===== src/sv/assert_macros.svh =====
// Assertion macros used by the flash command model RTL.
`ifndef ASSERT_MACROS_SVH
`define ASSERT_MACROS_SVH

// Check on every clock edge outside reset.
`define PNFC_ASSERT(lbl, prop, msg) \
  lbl: assert property (@(posedge clk_i) disable iff (!rst_ni) (prop)) else $error(msg);

// Check on every clock edge, reset included.
`define PNFC_ASSERT_ALWAYS(lbl, prop, msg) \
  lbl: assert property (@(posedge clk_i) (prop)) else $error(msg);

`endif


===== src/sv/pnfc_ram.sv =====
// Generic single write port, single read port RAM with registered read.
`default_nettype none

module pnfc_ram #(
  parameter int WIDTH = 8,
  parameter int DEPTH = 256
) (
  input  wire logic                     clk_i,
  input  wire logic                     we_i,
  input  wire logic [$clog2(DEPTH)-1:0] waddr_i,
  input  wire logic [WIDTH-1:0]         wdata_i,
  input  wire logic                     re_i,
  input  wire logic [$clog2(DEPTH)-1:0] raddr_i,
  output logic      [WIDTH-1:0]         rdata_o
);

  logic [WIDTH-1:0] mem_q [DEPTH];
  logic [WIDTH-1:0] rdata_q;

  always_ff @(posedge clk_i) begin
    if (we_i) begin
      mem_q[waddr_i] <= wdata_i;
    end
    if (re_i) begin
      rdata_q <= mem_q[raddr_i];
    end
  end

  assign rdata_o = rdata_q;

endmodule

`default_nettype wire


===== config.mk =====
export PLATFORM = sky130hd
export DESIGN_NAME = pnfc_ram
export DESIGN_NICKNAME = d
export VERILOG_FILES = /design/src/sv/assert_macros.svh /design/src/sv/pnfc_ram.sv
export SDC_FILE = /design/constraint.sdc
export NUM_CORES = 2
export LEC_CHECK = 0
export ABC_AREA = 1
export BUFFER_PORTS_ARGS = -buffer_cell sky130_fd_sc_hd__buf_4
export CAP_MARGIN = 20
export CORE_ASPECT_RATIO = 1.75
export CORE_MARGIN = 2
export CORE_UTILIZATION = 30
export DETAILED_ROUTE_END_ITERATION = 7
export HOLD_SLACK_MARGIN = 0.06
export PLACE_DENSITY = 0.53
export SLEW_MARGIN = 10
export SYNTH_ARGS = -nofsm -noshare
export SYNTH_HDL_FRONTEND = slang
export SYNTH_SLANG_ARGS = --single-unit

===== constraint.sdc =====
create_clock -name clk_i -period 4.6 [get_ports clk_i]
set_input_delay 0.23 -clock clk_i [delete_from_list [all_inputs] [get_ports clk_i]]
set_output_delay 0.23 -clock clk_i [all_outputs]
set_load 0.01 [all_outputs]

-- Yosys cells after proc, flatten, opt, wreduce, memory -nomap -nowiden
Memory sizes are Yosys's and may differ from the RTL's. A register that Yosys moved wholly into a read port is not among the register bits.
Cells that the tools add are included.
- muxes and demuxes: 2
- operator list (operator ; number):
    $mux 1 ; 2
- output and inout port bits: 8
- memories: 1
- input port bits: 27
- memory bits (writable): 2048
- register bits: 0
- memories (name ; words ; bits a word ; rd ports ; clocked after memory_dff ; write ports ; RTL line ; source):
    mem_q ; 256 ; 8 ; 1 ; 1 ; 1 ; pnfc_ram.sv:17 ; logic [WIDTH-1:0] mem_q [DEPTH];

-- Depth between registers and ports, before layout
- depth after elaboration: 2
- depth in mapped cells: 15
- mapped depth without buffers: 11

-- Worst setup path after synthesis
Ideal clock, no wire load.
- path kind: input-to-reg
- start: in we_i
- end: mem mem_q[162][0], enable pin
- required time: 4.230 ns
- stages on the path: 4
- arrival: 1.351 ns
- setup slack: 2.879 ns
- cell sequence: clkbuf_1 -> nand3_1 -> clkbuf_1 -> nor2_1
- longest elaborated chain between the ends: 2
- RTL lines (element ; RTL line ; source):
    start, declared ; pnfc_ram.sv:9 ; input wire logic we_i,
    $mux 1 ; pnfc_ram.sv:21 ; if (we_i) begin
    $mux 1 (not written as such) ; pnfc_ram.sv:22 ; mem_q[waddr_i] <= wdata_i;
    end, declared ; pnfc_ram.sv:17 ;
Every way passes these cells.

==> impl_metrics.py <==
metrics = {
    "status": {
        "status": "completed",
    },
    "power_and_ir_drop": {
        "power_frac_clock_pct": 39.7,
        "irDropWorstVdd_mv": 0.279,
        "swShare_pct": 22.9,
        "combPwrFrac_pct": 6.4,
        "p_int_mw": 29.6,
        "power.density_mw_per_mm2": 411,
        "p_leak_nw": 31.3,
        "p_seq_share_pct": 53.9,
        "p_sw_mw": 8.76,
    },
    "cells_and_area": {
        "fill_cells": 27400,
        "drive_above_1_share_pct": 5.91,
        "final_core_util_pct": 33.6,
        "design_area_sq_mm": 0.0931,
        "area_delta_synth_final_pct": 11.6,
        "final_cells": 10600,
        "nNetsFinal": 6894,
    },
    "clocking": {
        "cts-root-buf": "clkbuf_16",
        "cts_tree": "done",
        "clock_latency_ns": 0.83,
        "cts_resized": 0,
        "cts.sinks": 2056,
        "path_clk_slew_ns": 0.06,
        "numCtsBuffers": 179,
        "ctsHtreeMaxLevel": 4,
        "clk_path_buf_depth": 4,
    },
    "yosys": {
        "yosysTopAreaCellShare_pct": 74.0,
        "ys_ff_latch": 2056,
        "synth-simple-area-share_pct": 22.9,
        "syn_area_per_cell_sq_um": 11.9,
        "synth_cells": 7003,
        "synth_mux_area_share_pct": 0,
        "synthXorXnorAreaFrac_pct": 0,
        "synth_nets": 7030,
        "yosysWarnings": 0,
        "synth_fa_ha_area_share_pct": 0,
        "ys_types": 13,
        "synth_seq_area_share_pct": 74.0,
        "yosys.area.top_type": "edfxtp_1",
        "synth-compound-area-share_pct": 0,
        "netlist_area_sq_mm": 0.0835,
        "ys_top_cells_by_area": "edfxtp_1 (74%), nand3_1 (12%), nand2_1 (9.5%)",
        "synth_top_family_by_area": "simple AND/OR/NAND/NOR gates",
    },
    "global_route": {
        "grt_max_degree": 173,
        "gr-total-overflow": 0,
        "grt_pass1_wl_um": 370000,
        "antenna_found_initial": 10,
        "grtUsageTotal_pct": 17.6,
        "grt_pass1_vias": 53600,
    },
    "timing": {
        "grt_setup_unrepaired": "false",
        "setup_tns_ns": 0,
        "hold_violations": 0,
        "final.min_clock_period_ns": 3.54,
        "fmax_mhz": 282,
        "drv_slew": 0,
        "fin_crit_sh_pct": 77.0,
        "hold_slack_ns": 0.158,
        "fin_worst_skew_ns": 0.0388,
        "relSlewSlack_pct": 26.1,
        "worst_pin_slew_ns": 1.10,
        "setup_violations": 0,
    },
    "drt": {
        "post-route-drc-count": 0,
        "drt_pass1_iterations": 7,
        "antenna_left": 0,
        "dr_total_vias": 53500,
        "via_per_inst": 5.04,
        "post_drt_wl_per_cell_um": 23.9,
        "drt_iter0_drc": 4948,
        "wl_um": 254000,
    },
    "die": {
        "core_area_sq_mm": 0.277,
        "fp.dieH_um": 702,
        "die_x_um": 403,
        "initial_utilization_pct": 30.1,
        "num_rows": 256,
        "dieArea_sq_mm": 0.283,
        "ios": 35,
    },
    "flow_run": {
        "maxCapViolCount": 0,
    },
    "critical_path": {
        "start_kind": "input port",
        "crit_path_end_kind": "flop",
        "worstSetupPathType": "in -> reg",
        "required_ns": 5.18,
        "critical_path_arrival_ns": 4.12,
        "cp_max_fo": 81,
    },
    "placement": {
        "dpl_cell_area_sq_mm": 0.0873,
        "io_buffers": 34,
        "dp_hpwl_um": 152000,
        "finalWeightedCongestion": 0.868,
        "placedCellCount": 10300,
    },
    "hold_path": {
        "hp-class": "in -> reg",
    },
}
==> stage by stage <==
stage / total power, mW / setup slack, ns
after global placement: 23.5 / 1.18
after floorplan: 22.3 / 2.88
after detailed placement: 23.5 / 1.20
after CTS: 38.6 / 1.15
final: 38.3 / 1.06
after global routing: 39.3 / 1.01
==> placed cells by master (no fill, tap or decap), types with 2 or more instances in the layout <==
cell	Yosys	layout
buf_12	0	39
buf_4	46	102
buf_8	1	11
bufinv_16	0	20
clkbuf_1	112	33
clkbuf_16	0	181
clkinv_1	0	39
clkinv_2	0	27
clkinv_4	0	3
clkinv_8	0	2
clkinvlp_4	0	5
diode_2	0	4
dlygate4sd3_1	0	13
edfxtp_1	2056	2056
inv_1	36	33
inv_6	0	5
inv_8	0	2
nand2_1	2123	2110
nand2_2	0	13
nand3_1	2019	2019
nor2_1	283	283
==> area by class of cell <==
cell class | count | area (sq um) | share of cell area [%]
sequential | 2056 | 61700 | 66.3
multi-input combinational | 4425 | 19200 | 20.6
clock buffer | 214 | 4650 | 5.00
tap | 3612 | 4520 | 4.85
timing repair buffer | 166 | 1850 | 1.99
clock inverter | 100 | 1020 | 1.09
inverter | 39 | 180 | 0.193
antenna | 4 | 10.0 | 0.0107
==> critical path: stages <==
cell,delay (ns)
buf_8,0.23
inv_8,0.60
buf_12,0.41
nand3_1,0.13
nand3_1,0.13
nand3_1,0.12
nand3_1,0.13
nand3_1,0.27
nand3_1,0.25
nand2_1,0.12
nand2_1,0.07
dlygate4sd3_1,0.54
nand2_1,0.04
dlygate4sd3_1,0.55
==> final timing paths <==
| check | from | end | slack (ns) | cells after the start |
|---|---|---|---|---|
| hold / removal | we_i | mem_q[183][6]$_DFFE_PP_ | 0.16 | 3 |
| setup / recovery | raddr_i[1] | rdata_o[7]$_DFFE_PP_ | 1.06 | 14 |
| setup reg to reg | mem_q[242][7]$_DFFE_PP_ | rdata_o[7]$_DFFE_PP_ | 1.43 | 12 |
| hold reg to reg | mem_q[78][2]$_DFFE_PP_ | rdata_o[2]$_DFFE_PP_ | 1.11 | 10 |
==> cells in the mapped netlist <==
master and number:
buf_1 40, buf_2 268, buf_4 46, buf_6 16
buf_8 1, clkbuf_1 112, edfxtp_1 2056, inv_1 36
inv_2 2, inv_4 1, nand2_1 2123, nand3_1 2019
nor2_1 283
==> cells by family after synthesis <==
| family | after synthesis |
|---|---|
| buf+inv | 522 |
| flops | 2056 |
| simple gates | 4425 |
==> state kept, by name, summed over array words and instances, names as in the netlist <==
name,cells
mem_q,2048
rdata_o,8
==> power by group through the flow <==
stage	combinational (mW)	sequential, mW	clock [mW]
after floorplan	1.27	21.1	0
after global placement	2.44	21.1	0
after detailed placement	2.45	21.1	0
after CTS	2.46	20.7	15.4
after global routing	2.63	20.7	16.0
final	2.45	20.7	15.2
==> timing repair <==
action                    CTS  global route
hold endpoints to repair  547             0
setup buffers               0             0
hold buffers               13             0
==> metal layers <==
layer / vias up / global-route usage (%) / share of wire [%]
met3: 504 / 2.10 / 4.7
met5: - / 0 / 0.017
met1: 26900 / 19.6 / 37
met4: 8 / 9.74 / 6.1
met2: 1583 / 32.4 / 52
li1: 24500 / - / -
No activity file was read; power rests on OpenSTA's default activity.
