<file path="config.mk">
export PLATFORM = sky130hd
export DESIGN_NAME = pnfc_queue
export DESIGN_NICKNAME = d
export VERILOG_FILES = /design/src/sv/assert_macros.svh /design/src/sv/pnfc_queue.sv
export SDC_FILE = /design/constraint.sdc
export NUM_CORES = 1
export LEC_CHECK = 0
export BUFFER_PORTS_ARGS = -buffer_cell sky130_fd_sc_hd__buf_2
export CAP_MARGIN = 20
export CORE_AREA = 2 2 41 43
export CTS_BUF_LIST = sky130_fd_sc_hd__clkbuf_4
export DETAILED_ROUTE_END_ITERATION = 8
export DIE_AREA = 0 0 43 45
export PLACE_DENSITY = 0.8
export SETUP_SLACK_MARGIN = 0.4
export SYNTH_ARGS = -nofsm -noshare
export SYNTH_HDL_FRONTEND = slang
export SYNTH_SLANG_ARGS = --single-unit
</file>
<file path="constraint.sdc">
create_clock -name clk_i -period 2.1 [get_ports clk_i]
set_input_delay 0.105 -clock clk_i [delete_from_list [all_inputs] [get_ports clk_i]]
set_output_delay 0.105 -clock clk_i [all_outputs]
set_load 0.01 [all_outputs]
</file>
<file path="src/sv/assert_macros.svh">
// Assertion macros used by the flash command model RTL.
`ifndef ASSERT_MACROS_SVH
`define ASSERT_MACROS_SVH

// Check on every clock edge outside reset.
`define PNFC_ASSERT(lbl, prop, msg) \
  lbl: assert property (@(posedge clk_i) disable iff (!rst_ni) (prop)) else $error(msg);

// Check on every clock edge, reset included.
`define PNFC_ASSERT_ALWAYS(lbl, prop, msg) \
  lbl: assert property (@(posedge clk_i) (prop)) else $error(msg);

`endif

</file>
<file path="src/sv/pnfc_queue.sv">
// Two-entry queue between the front and the back.
`default_nettype none

module pnfc_queue #(
  parameter int WIDTH = 8
) (
  input  wire logic             clk_i,
  input  wire logic             rst_ni,
  input  wire logic             push_i,
  input  wire logic [WIDTH-1:0] wdata_i,
  output logic                  full_o,
  input  wire logic             pop_i,
  output logic      [WIDTH-1:0] rdata_o,
  output logic                  empty_o
);

  logic [WIDTH-1:0] slot_q [2];
  logic             wptr_q, wptr_d;
  logic             rptr_q, rptr_d;
  logic [1:0]       cnt_q, cnt_d;
  logic             do_push, do_pop;

  assign full_o  = (cnt_q == 2'd2);
  assign empty_o = (cnt_q == 2'd0);
  assign do_push = push_i && !full_o;
  assign do_pop  = pop_i && !empty_o;
  assign rdata_o = slot_q[rptr_q];

  always_comb begin
    wptr_d = do_push ? !wptr_q : wptr_q;
    rptr_d = do_pop ? !rptr_q : rptr_q;
    cnt_d  = cnt_q + 2'(do_push) - 2'(do_pop);
  end

  always_ff @(posedge clk_i or negedge rst_ni) begin
    if (!rst_ni) begin
      wptr_q <= 1'b0;
      rptr_q <= 1'b0;
      cnt_q  <= 2'd0;
    end else begin
      wptr_q <= wptr_d;
      rptr_q <= rptr_d;
      cnt_q  <= cnt_d;
    end
  end

  always_ff @(posedge clk_i) begin
    if (do_push) begin
      slot_q[wptr_q] <= wdata_i;
    end
  end

endmodule

`default_nettype wire

</file>
After elaboration in Yosys (flattened, before gate mapping)
Memory sizes are Yosys's and may differ from the RTL's.
Index checks and enable logic that the tools add are counted.

storage, ports and cells
  register bits = 4
  memory bits (writable) = 16
  output and inout bits = 10
  logic and storage cells = 16
  memories kept = 1

memory list
  name    depth  width  read ports  clocked after Yosys merged registers in  write ports  line              source
  slot_q  2      8      1           0                                        1            pnfc_queue.sv:17  logic [WIDTH-1:0] slot_q [2];

cells by class
  $add $sub $neg = 2
  eq/ne operators = 1
  mux-type cells = 2
  reductions and logical operators = 7

operators with widths
  kind                number
  $logic_not 1->1     4
  $add 2x1->2         1
  $eq 2x2->1 const B  1
  $logic_and 1x1->1   2
  $logic_not 2->1     1
  $mux 1              2
  $sub 2x1->2         1

Depth between registers and ports, before layout
  depth after elaboration = 5
  depth in mapped cells = 7
  mapped depth without buffers = 7

Least setup slack after synthesis
Ideal clock, no wire load.

  kind = register to register
  start = register cnt_q[1]
  end = register cnt_q[1]
  setup time = 0.123 ns
  data arrival time = 1.431 ns
  setup slack = 0.546 ns
  stages on the path, launching flop included = 8
  period minus slack after synthesis = 1.554 ns
  cell sequence = dfrtp_1 nor2_1 nor2b_2 ha_1 inv_1 ha_1 xnor2_1 xnor2_1

on the way
  elaborated cells between the ends (all ways) = 8
  classes of those cells = add/sub (2); eq/ne (1); reduce/logical (5)

RTL lines
  what                    line              source
  from (decl)             pnfc_queue.sv:20  logic [1:0] cnt_q, cnt_d;
  from (signal assigned)  pnfc_queue.sv:43  cnt_q <= cnt_d;
  $logic_not 2->1         pnfc_queue.sv:24  assign empty_o = (cnt_q == 2'd0);
  via empty_o             pnfc_queue.sv:14  output logic empty_o
  $logic_not 1->1         pnfc_queue.sv:26  assign do_pop = pop_i && !empty_o;
  $logic_and 1x1->1       pnfc_queue.sv:26
  via do_pop              pnfc_queue.sv:21  logic do_push, do_pop;
  $sub 2x1->2             pnfc_queue.sv:32  cnt_d = cnt_q + 2'(do_push) - 2'(do_pop);
  via cnt_d[1]            pnfc_queue.sv:20

The timed path passes the listed nets, and every way through them passes these cells.
A chain may end at the register's enable or synchronous reset.

Worst setup path after layout
  start = register cnt_q[1]
  end = register cnt_q[1]

on the way
  longest elaborated chain between the ends = 5
  elaborated cells between the ends (all ways) = 8
  classes of those cells = add/sub (2); eq/ne (1); reduce/logical (5)

RTL lines
  what               line              source
  $eq 2x2->1         pnfc_queue.sv:23  assign full_o = (cnt_q == 2'd2);
  $logic_not 1->1    pnfc_queue.sv:25  assign do_push = push_i && !full_o;
  $logic_and 1x1->1  pnfc_queue.sv:25
  $add 2x1->2        pnfc_queue.sv:32
  $sub 2x1->2 *      pnfc_queue.sv:32
  via cnt_d[1]       pnfc_queue.sv:20

Mark *: on every way through the listed nets, which the timed path passes. The rest lies on a longest branch.

==> metrics.txt <==
Crit. End Element=flip-flop; R2R depth=7; wire per inst=13.9 um; Startpoint Class=flip-flop; GRT Residual Overflow=0; DR iter-0 viols=6; share of cells above drive strength 1=48.6%; #FFs+latches synth=20; # Post-CTS Setup Buffers=0; Via Count=443; status=finished clean; H-Tree Depth=1; worst min path class=in2reg; measured slew at the worst slew-check pin=0.397 ns; Worst EP required=2.27 ns; crit share post-route=73.9%; Skew-Pair Late Insertion Delay=around 0.28 ns; # port buffers=21; Lkg Pwr=0.421 nW; Total Routing Usage GR=14.3%; vias per cell=4.92; DRT antenna net count=0; RSZ-0062 raised after global routing=no; Root Driver=clkbuf_4; WS Path Type=reg2reg; Setup TNS Final=0 ns; worst slack, placed=0.559 ns; Die Ht=45 um; relative slew slack=~74%; Yosys warnings=0; post-synth top area cell=edfxtp_1; Worst R2R Start=cnt_q[1]; global-route wire length before repair=1950 um; critical path data arrival time=1.72 ns; clk buf depth=2; ant diodes=0; vias in the first global route=426; total power=1.26 mW; Setup Viol. Count Final=0; Post-synth EDFFs=16; worst hold path depth=1; maximum VDD drop=0.000914 V; post-synthesis net count=57; Netlist cell types=13; die width=about 43 um; R2R Setup Slk=0.55 ns; sequential fraction of the synthesis area=approximately three quarters; average footprint of a synthesized cell=18.0 um2; Final min period=1.55 ns; IO Count=22; CP max FO=3; critical hold path startpoint=wdata_i[5]; largest net degree at the start of global routing=12; CTS Buf Count=3; RR Endpoint=cnt_q[1]; Peak Freq=roughly 0.64 GHz; MaxCap Viol Count=0; gate count of the mapped netlist=between 40 and 50; Synth area leaders=edfxtp_1 (62%), dfrtp_1 (13%), mux2_2 (12%); Slew Limit Fails=0; synthesized area=approximately 780 um2; Pwr Density=1260 nW/um2; DR pass1 iterations=3; Final Hold Vio Count=0; top-area cell type share of the netlist area=between 60% and 70%; Hold Slack=between 0.01 and 0.015 ns; WL final=1250 um; GPL Wtd Cong=0.785; area grow syn2layout=29.0%; nets=89; final worst setup slack=between 0.5 and 0.6 ns; commonest cells in the netlist=edfxtp_1 (16), mux2_2 (8), dfrtp_1 (4); clk_skew=0.00790 ns; initial antenna violation count=0; clk slew on worst S/H paths=0.11 ns; Starting Density=52.7%; Hold Path End=slot_q[0][5]; Post-synth top flop=edfxtp_1; count leader, synth=edfxtp_1; TritonCTS Sinks=20; site row count=14; die area=just under 2000 um2; CTS tree=built; async set-reset flop share out of synthesis=between 20% and 30%; DRC Markers=0; core area=1470 um2
through the flow:
stage	cells	cell area (um2)	utilization, %
floorplan	43	776	-
global placement	80	903	61.4
detailed placement	80	903	61.4
CTS	85	943	64.1
global route	90	1000	68.0
finish	90	1000	68.0
sequential cells by signal, indices dropped and copies added (netlist names):
name	count
wptr_q	1
slot_q	16
rptr_q	1
cnt_q	2
power by group:
group	switching [mW]	internal, mW	leakage (nW)
sequential	0.0735	0.554	0.195
clock	0.103	0.0865	0.0184
combinational	0.206	0.236	0.208
worst max-delay path, stage by stage, from the launching register on:
cell	delay (ns)
dfrtp_1	0.42
nand2b_1	0.13
nand2_1	0.12
ha_1	0.29
inv_1	0.04
ha_1	0.20
xnor2_2	0.14
xnor2_1	0.12
area by class of cell:
class                   instances  area [um2]
multi-input cells              20         190
repair buffers                 28         173
clock buffers                   4        30.0
well taps                      16        20.0
fillers                       103         470
inverters                       2        7.51
flip-flops and latches         20         581
logic make-up after synthesis:
kind of cell,after synthesis,synth area share [%]
DFF,20,74.8
muxes,8,11.6
and+or+nand+nor,6,4.19
xor gates and xnor gates,4,4.52
buffers and inverters,3,1.61
adders and majority gates,2,3.23
layout by cell type, fill, tap and decap left out, drive strengths merged:
cell         count
nand2b           1
mux2             8
clkbuf           4
xor2             1
nor2b            1
edfxtp          16
and3             1
dfrtp            4
inv              2
dlygate4sd3      6
xnor2            3
nor2             2
buf             22
ha               2
nand2            1
layer usage:
| metal | vias up | global-route usage [%] | routed length (um) | share of wire [%] |
|---|---|---|---|---|
| li1 | 217 | - | - | - |
| met1 | 213 | 16.5 | 522 | 42 |
| met2 | 13 | 27.6 | 674 | 54 |
| met3 | 0 | 2.80 | 56 | 4.5 |
| met4 | 0 | 3.64 | 0 | 0 |
| met5 | - | 0 | 0 | 0 |
what timing repair did:
action                     in CTS  in global routing
gates resized for setup         0                  1
hold buffers                    1                  5
setup endpoints to repair       0                  1
hold endpoints to repair        4                  7
worst max path at each step:
stage	start	endpoint	slack [ns]
floorplan	cnt_q[1]	cnt_q[1]	0.55
global placement	cnt_q[1]	cnt_q[1]	0.63
detailed placement	cnt_q[1]	cnt_q[1]	0.56
CTS	cnt_q[1]	cnt_q[1]	0.52
global route	cnt_q[1]	cnt_q[1]	0.44
finish	cnt_q[1]	cnt_q[1]	0.55
Power figures use the tool's default switching activity.
