**src/sv/assert_macros.svh**
```systemverilog
// Assertion macros used by the flash command model RTL.
`ifndef ASSERT_MACROS_SVH
`define ASSERT_MACROS_SVH

// Check on every clock edge outside reset.
`define PNFC_ASSERT(lbl, prop, msg) \
  lbl: assert property (@(posedge clk_i) disable iff (!rst_ni) (prop)) else $error(msg);

// Check on every clock edge, reset included.
`define PNFC_ASSERT_ALWAYS(lbl, prop, msg) \
  lbl: assert property (@(posedge clk_i) (prop)) else $error(msg);

`endif

```
**src/sv/pnfc_pkg.sv**
```systemverilog
// Types, constants and command codes of the parallel NOR flash command model.
`default_nettype none

package pnfc_pkg;

  localparam int ADDR_BITS_DEF   = 16;
  localparam int SECTOR_BITS_DEF = 12;
  localparam int TICK_W          = 24;
  localparam int BYTE_W          = 8;
  localparam int CMD_ADDR_W      = 15;
  localparam int IN_ADDR_W       = 16;
  localparam int CFG_IDX_W       = 2;

  localparam logic [CMD_ADDR_W-1:0] UNLOCK1_ADDR = 15'h5555;
  localparam logic [CMD_ADDR_W-1:0] UNLOCK2_ADDR = 15'h2AAA;

  localparam logic [BYTE_W-1:0] CMD_AA = 8'hAA;
  localparam logic [BYTE_W-1:0] CMD_55 = 8'h55;
  localparam logic [BYTE_W-1:0] CMD_90 = 8'h90;
  localparam logic [BYTE_W-1:0] CMD_F0 = 8'hF0;
  localparam logic [BYTE_W-1:0] CMD_80 = 8'h80;
  localparam logic [BYTE_W-1:0] CMD_30 = 8'h30;
  localparam logic [BYTE_W-1:0] CMD_A0 = 8'hA0;

  localparam logic [BYTE_W-1:0] TOGGLE_BASE = 8'hBF;
  localparam logic [BYTE_W-1:0] TOGGLE_BIT  = 8'h40;
  localparam logic [BYTE_W-1:0] ERASED_BYTE = 8'hFF;

  typedef enum logic [1:0] {
    KIND_READ  = 2'd0,
    KIND_WRITE = 2'd1,
    KIND_TICK  = 2'd2,
    KIND_NONE  = 2'd3
  } kind_e;

  typedef enum logic [2:0] {
    DC_OTHER,
    DC_AA,
    DC_55,
    DC_90,
    DC_A0,
    DC_80,
    DC_30,
    DC_F0
  } data_e;

  typedef enum logic [CFG_IDX_W-1:0] {
    CFG_ERASE_TICKS   = 2'd0,
    CFG_PROGRAM_TICKS = 2'd1,
    CFG_MANUF_CODE    = 2'd2,
    CFG_DEVICE_CODE   = 2'd3
  } cfg_idx_e;

  // Classified bus word as it travels from front to back.
  typedef struct packed {
    kind_e              kind;
    logic               at_unlock1;
    logic               at_unlock2;
    data_e              dcode;
    logic [BYTE_W-1:0]  data;
  } item_t;

  typedef struct packed {
    logic [TICK_W-1:0] erase_ticks;
    logic [TICK_W-1:0] program_ticks;
    logic [BYTE_W-1:0] manuf_code;
    logic [BYTE_W-1:0] device_code;
  } cfg_t;

  localparam cfg_t CFG_RESET = '{
    erase_ticks:   24'd1000,
    program_ticks: 24'd20,
    manuf_code:    8'hBF,
    device_code:   8'hB7
  };

endpackage

`default_nettype wire

```
**src/sv/pnfc_front.sv**
```systemverilog
// Front end: takes bus words, decodes command addresses and data codes.
`default_nettype none

module pnfc_front import pnfc_pkg::*; #(
  parameter int ADDR_BITS = ADDR_BITS_DEF
) (
  input  wire logic                  push,
  output logic                       full,
  input  wire logic [1:0]            kind_i,
  input  wire logic [IN_ADDR_W-1:0]  address_i,
  input  wire logic [BYTE_W-1:0]     write_data_i,
  input  wire logic                  q_full_i,
  input  wire logic                  clearing_i,
  output logic                       q_push_o,
  output item_t                      item_o,
  output logic      [ADDR_BITS-1:0]  addr_o
);

  data_e dcode;

  // Hold off new words while the array is wiped after reset.
  assign full     = q_full_i || clearing_i;
  assign q_push_o = push && !full;

  always_comb begin
    unique case (write_data_i)
      CMD_AA:  dcode = DC_AA;
      CMD_55:  dcode = DC_55;
      CMD_90:  dcode = DC_90;
      CMD_A0:  dcode = DC_A0;
      CMD_80:  dcode = DC_80;
      CMD_30:  dcode = DC_30;
      CMD_F0:  dcode = DC_F0;
      default: dcode = DC_OTHER;
    endcase
  end

  always_comb begin
    item_o.kind       = kind_e'(kind_i);
    item_o.at_unlock1 = (address_i[CMD_ADDR_W-1:0] == UNLOCK1_ADDR);
    item_o.at_unlock2 = (address_i[CMD_ADDR_W-1:0] == UNLOCK2_ADDR);
    item_o.dcode      = dcode;
    item_o.data       = write_data_i;
  end

  assign addr_o = ADDR_BITS'(address_i);

endmodule

`default_nettype wire

```
**config.mk**
```make
export PLATFORM = sky130hd
export DESIGN_NAME = pnfc_front
export DESIGN_NICKNAME = d
export VERILOG_FILES = /design/src/sv/assert_macros.svh /design/src/sv/pnfc_pkg.sv /design/src/sv/pnfc_front.sv
export SDC_FILE = /design/constraint.sdc
export NUM_CORES = 1
export LEC_CHECK = 0
export BUFFER_PORTS_ARGS = -buffer_cell sky130_fd_sc_hd__buf_4
export CELL_PAD_IN_SITES_DETAIL_PLACEMENT = 1
export CELL_PAD_IN_SITES_GLOBAL_PLACEMENT = 2
export CORE_ASPECT_RATIO = 0.75
export CORE_UTILIZATION = 11
export DETAILED_ROUTE_END_ITERATION = 10
export PLACE_DENSITY_LB_ADDON = 0.1
export SETUP_SLACK_MARGIN = 0.2
export SLEW_MARGIN = 30
export SYNTH_ARGS = -nofsm -noshare
export SYNTH_HDL_FRONTEND = slang
export SYNTH_SLANG_ARGS = --single-unit
```
**constraint.sdc**
```tcl
create_clock -name vclk -period 0.8
set_input_delay 0.08 -clock vclk [all_inputs]
set_output_delay 0.08 -clock vclk [all_outputs]
set_load 0.05 [all_outputs]
```
**Word-level counts from Yosys, hierarchy flattened**

Index checks and enable logic that the tools add are counted.

- Register bits after elaboration: 0
- Word-level logic and storage cells: 13

- Equality and inequality tests: 9
- Multiplexer cells: 1
- Reductions and logical operators: 3

Operator list:

| operator | number |
|---|---|
| $eq 8x8->1 const B | 5 |
| $pmux 3 s7 | 1 |
| $eq 15x14->1 const B | 1 |
| $eq 15x15->1 const B | 1 |
| $eq 8x6->1 const B | 1 |
| $eq 8x7->1 const B | 1 |
| $logic_and 1x1->1 | 1 |
| $logic_not 1->1 | 1 |
| $logic_or 1x1->1 | 1 |

**Depth between registers and ports, before layout**

Gate-level depths: netlist of run 1.

- Word-level depth: 3
- Gate-level depth with buffers: 3

**Worst setup path before layout of run 1**

No wires, ideal clock.

- Kind: input -> output
- Start: in address_i[1]
- End: out item_o[12] in the netlist's numbering
- Arrival time: 1.287 ns
- Required time: 0.720 ns
- Setup slack: -0.567 ns
- Cell stages on the path: 2
- Path buffers: 0
- Cells stage by stage: or4b_4 nor3_2

RTL lines:

| what | RTL line | text |
|---|---|---|
| start, declared | pnfc_front.sv:10 | `input wire logic [IN_ADDR_W-1:0] address_i,` |
| end, declared | pnfc_front.sv:15 | `output item_t item_o,` |

==> key figures, run 1 <==
Final layout
  • Filler Cell Count: 392
  • Synth-to-Final Area Change: 179%
  • Storage element area: 0 µm²
  • Clock buffer cells: 0
  • Most common cell after layout, fill and taps aside: buf_4
  • Antenna cells: 0
  • Commonest cells after routing, fill and taps aside: buf_4 (45), buf_6 (18), buf_8 (6), nor4bb_4 (4)
  • Sequential cells: 0
  • Layout cells sized above 1: 88.6%
  • Final Non-Filler Cells: 155
  • Nets: 136

Logic synthesis
  • Avg Inst Size Synth: 7.06 µm²
  • Sequential-to-total area share from yosys stat: 0%
  • Yosys top cell by area: buf_4
  • Cells after synthesis: 59
  • Synth unique cells: 20
  • Synth area leaders: buf_4 (47%), nor4bb_1 (9.6%), nand4b_1 (6.3%)
  • YS warnings: 0
  • Syn_nets: 88
  • Yosys top cell area share: 46.8%
  • Synthesized area: 417 µm²

Floorplanning
  • Cell row count: 18
  • Die H: 55.3 µm
  • Initial Utilization: 12.1%
  • IO Count: 62
  • Core Box Area: 3450 µm²
  • Die Area: 4040 µm²
  • Die width: 73.1 µm

Setup path
  • Critical path class: input port to primary output
  • Slowest CP cell: or4b_4
  • Top Family by Delay on Critical Path: simple AND/OR/NAND/NOR gates
  • Critical Path RT: 0.72 ns
  • CP max stage delay: 0.54 ns
  • Critical path startpoint category: input port
  • WP buf/inv: 2
  • Most frequent CP cell: buf_6
  • Setup crit end kind: primary output
  • CP Max Fanout: 2
  • Worst-path cell chain: buf_6, or4b_4, nor3_4, buf_6
  • Critical path arrival: 1.09 ns

Detailed routing
  • Vias: 564
  • ANT nets after route: 0
  • Detailed Route WL: 1.70 mm
  • WL/cell: 10.9 µm
  • DRC: 0
  • Vias/cell: 3.64
  • DR iter-0 viols: 17
  • Drt first pass iters: 4

Global route
  • Initial antenna violation count: 0
  • Vias in the first global route: 547
  • Largest net degree at the start of global routing: 7
  • Total GRT Usage: 7.72%
  • Overflow after GRT: 0
  • First-pass GRT wire length: 2.61 mm

STA
  • Crit share post-route: 146%
  • Worst-Margin Slew: 0.239 ns
  • Post-route minimum period: 1.17 ns
  • Final setup violation count: 5
  • Fmax: 0.858 GHz
  • Slew HR: 83.9%
  • Unrepaired setup endpoints after global routing: true
  • Hold Fails Final Rpt: 0
  • Final worst slack: -0.366 ns
  • Slew Limit Fails: 0

Run status
  • Failing checks: setup timing
  • Outcome: complete, but fails checks

Power and ir drop
  • Leak: 0.544 nW
  • Total chip power: 0.000769 W
  • Worst IR Drop VDD: 0.000258 V
  • Pwr Density: 662 nW/µm²

Placed design
  • HPWL Detailed: 1.47 mm
  • DP Worst Slack: -0.425 ns
  • Routability Congestion: 0.679
  • I/O Buffers: 56
  • DP Cell Count: 153

Clocking
  • Post-CTS Hold Buffers: 0

Flow run
  • Max-cap violations: 0

Hold path
  • Type of the most critical hold path: input port to primary output
==> synthesized netlist by cell type, drive strengths merged <==
cell type	instances
nor3	2
xnor2	1
a22oi	1
nor3b	1
nand4	1
and3	1
nand3	2
nand4b	3
o21ai	2
nor2	6
inv	1
nand2	3
nor4bb	4
or4b	2
or2	1
buf	26
a21oi	1
a31oi	1
==> worst paths after layout <==
| path | startpoint | end | slack (ns) | cells after the start |
|---|---|---|---|---|
| setup / recovery | address_i[7] | item_o[12] | -0.37 | 4 |
| hold / removal | address_i[15] | addr_o[15] | 0.16 | 0 |
==> metrics by stage <==
step           hold WS [ns]  cell area [µm²]  utilization [%]  TNS (ns)
6_report              0.160             1160             33.7     -1.22
5_1_grt               0.160             1160             33.7     -1.40
2_1_floorplan         0.311              523                -    -0.686
3_5_place_dp          0.161              928             26.9     -1.59
4_1_cts               0.161             1040             30.1     -1.25
3_3_place_gp          0.161              928             26.9     -1.60
==> where the power goes <==
| part | switching [W] | internal (W) |
|---|---|---|
| Combinational | 0.000417 | 0.000352 |
| Sequential | 0 | 0 |
| Clock | 0 | 0 |
==> logic make-up (layout without fill, tap and decap cells) <==
kind of cell | after synthesis | count (layout) | synth area share, %
buf+inv | 27 | 73 | 47.7
simple gates | 26 | 26 | 43.2
compound gates | 5 | 5 | 6.91
xor+xnor | 1 | 1 | 2.10
==> metal layers <==
metal  global-route usage, %  up-vias  share of wire [%]
met5                       0        -                  0
met2                    12.6       24                 50
met3                       0        0                5.1
met4                   0.560        0                  0
li1                        -      279                  -
met1                    11.8      261                 45
==> layout make-up <==
type | instances | area, µm² | share of cell area, %
Inverter | 1 | 3.75 | 0.323
Multi-Input combinational cell | 32 | 404 | 34.8
Tap cell | 50 | 62.6 | 5.39
Timing Repair Buffer | 72 | 691 | 59.5
==> timing repair <==
action / 4_1_cts / 5_1_grt
pin swaps: 11 / 9
cloned: 0 / 0
resized for setup: 26 / 19
endpoints found under the setup margin: 10 / 9
buffers inserted: 0 / 2
No activity file was read; power rests on OpenSTA's default activity.
==> inputs of run 2 (changes only) <==
--- a/config.mk
+++ b/config.mk
@@ -5,7 +5,7 @@
 export SDC_FILE = /design/constraint.sdc
 export NUM_CORES = 1
 export LEC_CHECK = 0
-export BUFFER_PORTS_ARGS = -buffer_cell sky130_fd_sc_hd__buf_4
+export BUFFER_PORTS_ARGS = -buffer_cell sky130_fd_sc_hd__buf_2
 export CELL_PAD_IN_SITES_DETAIL_PLACEMENT = 1
 export CELL_PAD_IN_SITES_GLOBAL_PLACEMENT = 2
 export CORE_ASPECT_RATIO = 0.75
==> run 2 against run 1 <==
Against the previous run:
- the run still ends with setup timing left
- sequential cell count unchanged
- worst hold slack did not move
- utilization fell by 2.6 points
- setup slack better by 0.057 ns
- non-clock buffer count is 2 lower
- die area unchanged
- sequential share of layout area did not move
- maximum frequency up 5.2%
- first-iteration DRC count shrank 47%
- largest power group unchanged
==> key figures, run 2 (synthesis gave the netlist of run 1 again) <==
Run status
  • Outcome: complete, but fails checks
  • Failing checks: setup timing

STA
  • Post-route minimum period: 1.11 ns (-0.0573 ns)
  • Crit share post-route: 139% (-7.2 points)
  • Final worst slack: -0.308 ns (+0.0573 ns)
  • Hold Fails Final Rpt: 0 (unchanged)
  • Slew Limit Fails: 0 (unchanged)
  • Slew HR: 84.1% (+0.19 points)
  • Final setup violation count: 5 (unchanged)
  • Unrepaired setup endpoints after global routing: true
  • TNS Setup: -1.13 ns (+0.0871 ns)
  • Fmax: 0.902 GHz (+5.2%)
  • Worst-Margin Slew: 0.237 ns (-0.00277 ns)
  • Worst hold slack: 0.160 ns (unchanged)

Detailed routing
  • DRC: 0 (unchanged)
  • Drt first pass iters: 3 (-1)
  • Vias/cell: 3.65 (+0.23%)
  • Vias: 558 (-1.1%)
  • Detailed Route WL: 1.68 mm (-0.77%)
  • WL/cell: 11.0 µm (+0.53%)
  • DR iter-0 viols: 9 (-8)
  • ANT nets after route: 0 (unchanged)

Floorplanning
  • Die width: 73.1 µm (unchanged)
  • Initial Utilization: 12.1% (unchanged)
  • IO Count: 62 (unchanged)
  • Cell row count: 18 (unchanged)
  • Die Area: 4040 µm² (unchanged)
  • Core Box Area: 3450 µm² (unchanged)
  • Die H: 55.3 µm (unchanged)

Final layout
  • Nets: 134 (-1.5%)
  • Clock buffer cells: 0 (unchanged)
  • Antenna cells: 0 (unchanged)
  • Storage element area: 0 µm² (unchanged)
  • Most common cell after layout, fill and taps aside: buf_2
  • Sequential cells: 0 (unchanged)
  • Layout cells sized above 1: 88.3% (-0.22 points)
  • Synth-to-Final Area Change: 157%
  • Commonest cells after routing, fill and taps aside: buf_2 (26), buf_6 (19), buf_4 (16), buf_8 (6), nor4bb_4 (4)
  • Filler Cell Count: 404 (+3.1%)

Setup path
  • Critical path class: input port to primary output
  • Critical path startpoint category: input port
  • CP Max Fanout: 3 (+1)
  • Setup crit end kind: primary output
  • Critical path arrival: 1.03 ns (-0.06 ns)
  • Critical Path RT: 0.72 ns (about the same)

Flow run
  • Max-cap violations: 0 (unchanged)

Power and ir drop
  • Total chip power: 0.000716 W (-6.8%)
  • Pwr Density: 668 nW/µm² (+0.87%)
  • Worst IR Drop VDD: 0.000213 V (-17%)
  • Leak: 0.508 nW (-6.5%)

Global route
  • Initial antenna violation count: 0 (unchanged)
  • Overflow after GRT: 0 (unchanged)
  • Total GRT Usage: 8.84% (+1.1 points)
  • Largest net degree at the start of global routing: 6 (-1)
  • Vias in the first global route: 591 (+8.0%)
  • First-pass GRT wire length: 2.94 mm (+13%)

Placed design
  • HPWL Detailed: 1.46 mm (-0.68%)
  • I/O Buffers: 56 (unchanged)
  • Routability Congestion: 0.685 (+0.87%)

Hold path
  • Type of the most critical hold path: input port to primary output
==> run 2: path summary, 6_finish.rpt <==
path	startpoint	endpoint	slack [ns]	depth (start not counted)
min	address_i[15]	addr_o[15]	0.16	0
max	address_i[1]	item_o[12]	-0.31	4
==> run 2: power breakdown <==
part / internal [W] / switching (W) / leakage [nW]
registers: 0 / 0 / 0
logic: 0.000304 / 0.000412 / 0.508
clock network: 0 / 0 / 0
total: 0.000304 / 0.000412 / 0.508
==> run 2: timing repair <==
| item | in CTS | in global routing |
|---|---|---|
| buffers inserted | 1 | 0 |
| setup endpoints to repair | 15 | 12 |
| pin swaps | 17 | 8 |
| endpoints found under the hold margin | 0 | 0 |
| gates resized for setup | 53 | 15 |
| hold buffers | 0 | 0 |
==> run 2: per-stage QoR <==
step | std cells | cell area [µm²] | setup slack (ns) | utilization (%)
3_3_place_gp | 152 | 781 | -0.468 | 22.7
5_1_grt | 153 | 1070 | -0.399 | 31.1
3_5_place_dp | 152 | 781 | -0.478 | 22.7
6_report | 153 | 1070 | -0.308 | 31.1
2_1_floorplan | 59 | 523 | -0.314 | -
4_1_cts | 153 | 1010 | -0.315 | 29.3
==> run 2: cell type report <==
cell class	count	area, µm²	share of cell area (%)
inverters	1	3.75	0.350
multi-input cells	32	404	37.7
well taps	50	62.6	5.83
repair buffers	70	602	56.1
==> run 2: critical path, stage by stage <==
cell and delay (ns):
buf_6 0.09, or4b_4 0.54, nor3_4 0.13, buf_6 0.18
==> run 2: routing by layer <==
layer	vias to the layer above	GRT usage (%)	wire (µm)	share of wire [%]
li1	275	-	-	-
met1	259	12.9	791	47
met2	24	15.1	813	48
met3	0	0	78	4.6
met4	0	0.560	0	0
met5	-	0	0	0
==> inputs of run 3 (changes only) <==
--- a/config.mk
+++ b/config.mk
@@ -9,7 +9,7 @@
 export CELL_PAD_IN_SITES_DETAIL_PLACEMENT = 1
 export CELL_PAD_IN_SITES_GLOBAL_PLACEMENT = 2
 export CORE_ASPECT_RATIO = 0.75
-export CORE_UTILIZATION = 11
+export CORE_UTILIZATION = 13
 export DETAILED_ROUTE_END_ITERATION = 10
 export PLACE_DENSITY_LB_ADDON = 0.1
 export SETUP_SLACK_MARGIN = 0.2
==> constraint.sdc (replaced) <==
create_clock -name vclk -period 1.4
set_input_delay 0.14 -clock vclk [all_inputs]
set_output_delay 0.14 -clock vclk [all_outputs]
set_load 0.05 [all_outputs]
==> run 3 against run 2 <==
Against the previous run:
- the flow now finishes without violations
- sequential cell count stayed put
- critical path type unchanged
- die area is 15% lower
- non-clock buffer count is 14 lower
- worst hold slack better by 0.12 ns
==> key figures, run 3 (synthesis gave the netlist of run 1 again) <==
Run status
  • Outcome: complete, no violations

Global route
  • Grt met1 use: 10.9% (-2.0 points)
  • M3 GR Usage: 0.223% (+0.22 points)
  • Total GRT Usage: 7.13% (-1.7 points)
  • First-pass GRT wire length: 1.95 mm (-34%)
  • Overflow after GRT: 0 (unchanged)
  • Met2 GRT Util: 11.5% (-3.6 points)
  • Vias in the first global route: 426 (-28%)
  • Largest net degree at the start of global routing: 8 (+2)
  • GRT busiest layer: met2
  • Initial antenna violation count: 0 (unchanged)

Setup path
  • Critical path arrival: 1.14 ns (+0.11 ns)
  • CP Max Fanout: 3 (unchanged)
  • Most frequent CP cell: buf_6
  • Worst-path cell chain: buf_6, or4b_4, nor3_4, buf_6
  • Critical path startpoint category: input port
  • Critical Path RT: 1.26 ns (+0.54 ns)
  • Slowest CP cell: or4b_4
  • Setup crit end kind: primary output
  • Critical path class: input port to primary output
  • WP buf/inv: 2 (unchanged)
  • Top Family by Delay on Critical Path: simple AND/OR/NAND/NOR gates
  • CP max stage delay: 0.54 ns (about the same)

Final layout
  • Filler Cell Count: 374 (-7.4%)
  • Layout cells sized above 1: 77.5% (-11 points)
  • Synth-to-Final Area Change: 61.9%
  • Design area: 674 µm² (-37%)
  • Clock buffer cells: 0 (unchanged)
  • Sequential cells: 0 (unchanged)
  • Most common cell after layout, fill and taps aside: buf_2
  • Commonest cells after routing, fill and taps aside: buf_2 (46), buf_6 (8), nor2_1 (4)
  • Nets: 120 (-10%)
  • Final Non-Filler Cells: 127 (-17%)
  • Multi-input gate area: 280 µm² (-31%)
  • Antenna cells: 0 (unchanged)
  • Storage element area: 0 µm² (unchanged)

Detailed routing
  • Vias/cell: 3.91 (+7.1%)
  • ANT nets after route: 0 (unchanged)
  • WL/cell: 10.3 µm (-5.9%)
  • Detailed Route WL: 1.31 mm (-22%)
  • Drt first pass iters: 4 (+1)
  • DRC: 0 (unchanged)
  • DR iter-0 viols: 18 (+9)
  • Vias: 496 (-11%)

STA
  • Post-route minimum period: 1.28 ns
  • Worst-Margin Slew: 0.239 ns (+0.00279 ns)
  • Crit share post-route: 91.6%
  • TNS Setup: 0 ns (+1.13 ns)
  • Fmax: 0.780 GHz
  • Slew Limit Fails: 0 (unchanged)
  • Final setup violation count: 0 (-5)
  • Unrepaired setup endpoints after global routing: true
  • Hold Fails Final Rpt: 0 (unchanged)
  • Slew HR: 83.8% (-0.31 points)

Floorplanning
  • Die Area: 3440 µm² (-15%)
  • Die H: 51.0 µm (-7.7%)
  • Initial Utilization: 13.9% (+1.8 points)
  • Die width: 67.4 µm (-7.8%)
  • Cell row count: 17 (-1)
  • IO Count: 62 (unchanged)
  • Core Box Area: 3000 µm² (-13%)

Placed design
  • DP Cell Count: 127 (-16%)
  • Area of placed instances: 576 µm² (-26%)
  • I/O Buffers: 56 (unchanged)
  • Routability Congestion: 0.636 (-7.2%)

Flow run
  • Max-cap violations: 0 (unchanged)

Power and ir drop
  • Pwr Density: 426 nW/µm² (-36%)
  • Total chip power: 0.000287 W (-60%)
  • Leak: 0.345 nW (-32%)
  • Worst IR Drop VDD: 0.000105 V (-51%)

Clocking
  • Post-CTS Hold Buffers: 0 (unchanged)
  • Post-CTS setup buffers: 0 (-1)

Hold path
  • Type of the most critical hold path: input port to primary output
-- run 3: cell types whose count changed in the layout (fill, tap and decap cells not counted), moves of 3 or more --
cell	change
nor4bb_2	+3
nor2_4	-3
nor4bb_4	-3
buf_2	+20
buf_4	-15
buf_8	-5
buf_6	-11
-- run 3: final timing paths --
kind,to,slack (ns),depth (start not counted),startpoint
max,item_o[12],0.12,4,address_i[7]
min,addr_o[15],0.28,0,address_i[15]
-- run 3: stage by stage --
stage               hold slack (ns)  util (%)  worst slack [ns]
floorplan                     0.434         -            0.0974
global placement              0.281      19.2           0.00546
detailed placement            0.281      19.2           0.00688
CTS                           0.281      21.2             0.134
global route                  0.280      22.5             0.100
finish                        0.280      22.5             0.117
-- run 3: power breakdown --
| part | internal, W | switching, W |
|---|---|---|
| logic | 0.0000872 | 0.000200 |
| registers | 0 | 0 |
| clock network | 0 | 0 |
| total | 0.0000872 | 0.000200 |
-- run 3: layout make-up --
cell class	count	share of cell area (%)
well taps	38	7.05
repair buffers	56	50.8
multi-input cells	32	41.6
inverters	1	0.557
-- run 3: per-layer routing --
metal  vias up  wire, µm
met2        26       603
met4         0         0
met3         0       112
met5         -         0
met1       225       599
li1        245         -
-- run 3: what timing repair did --
item | CTS | global route
pin swaps | 4 | 8
endpoints found under the setup margin | 3 | 5
gates resized for setup | 12 | 11
cloned | 0 | 0
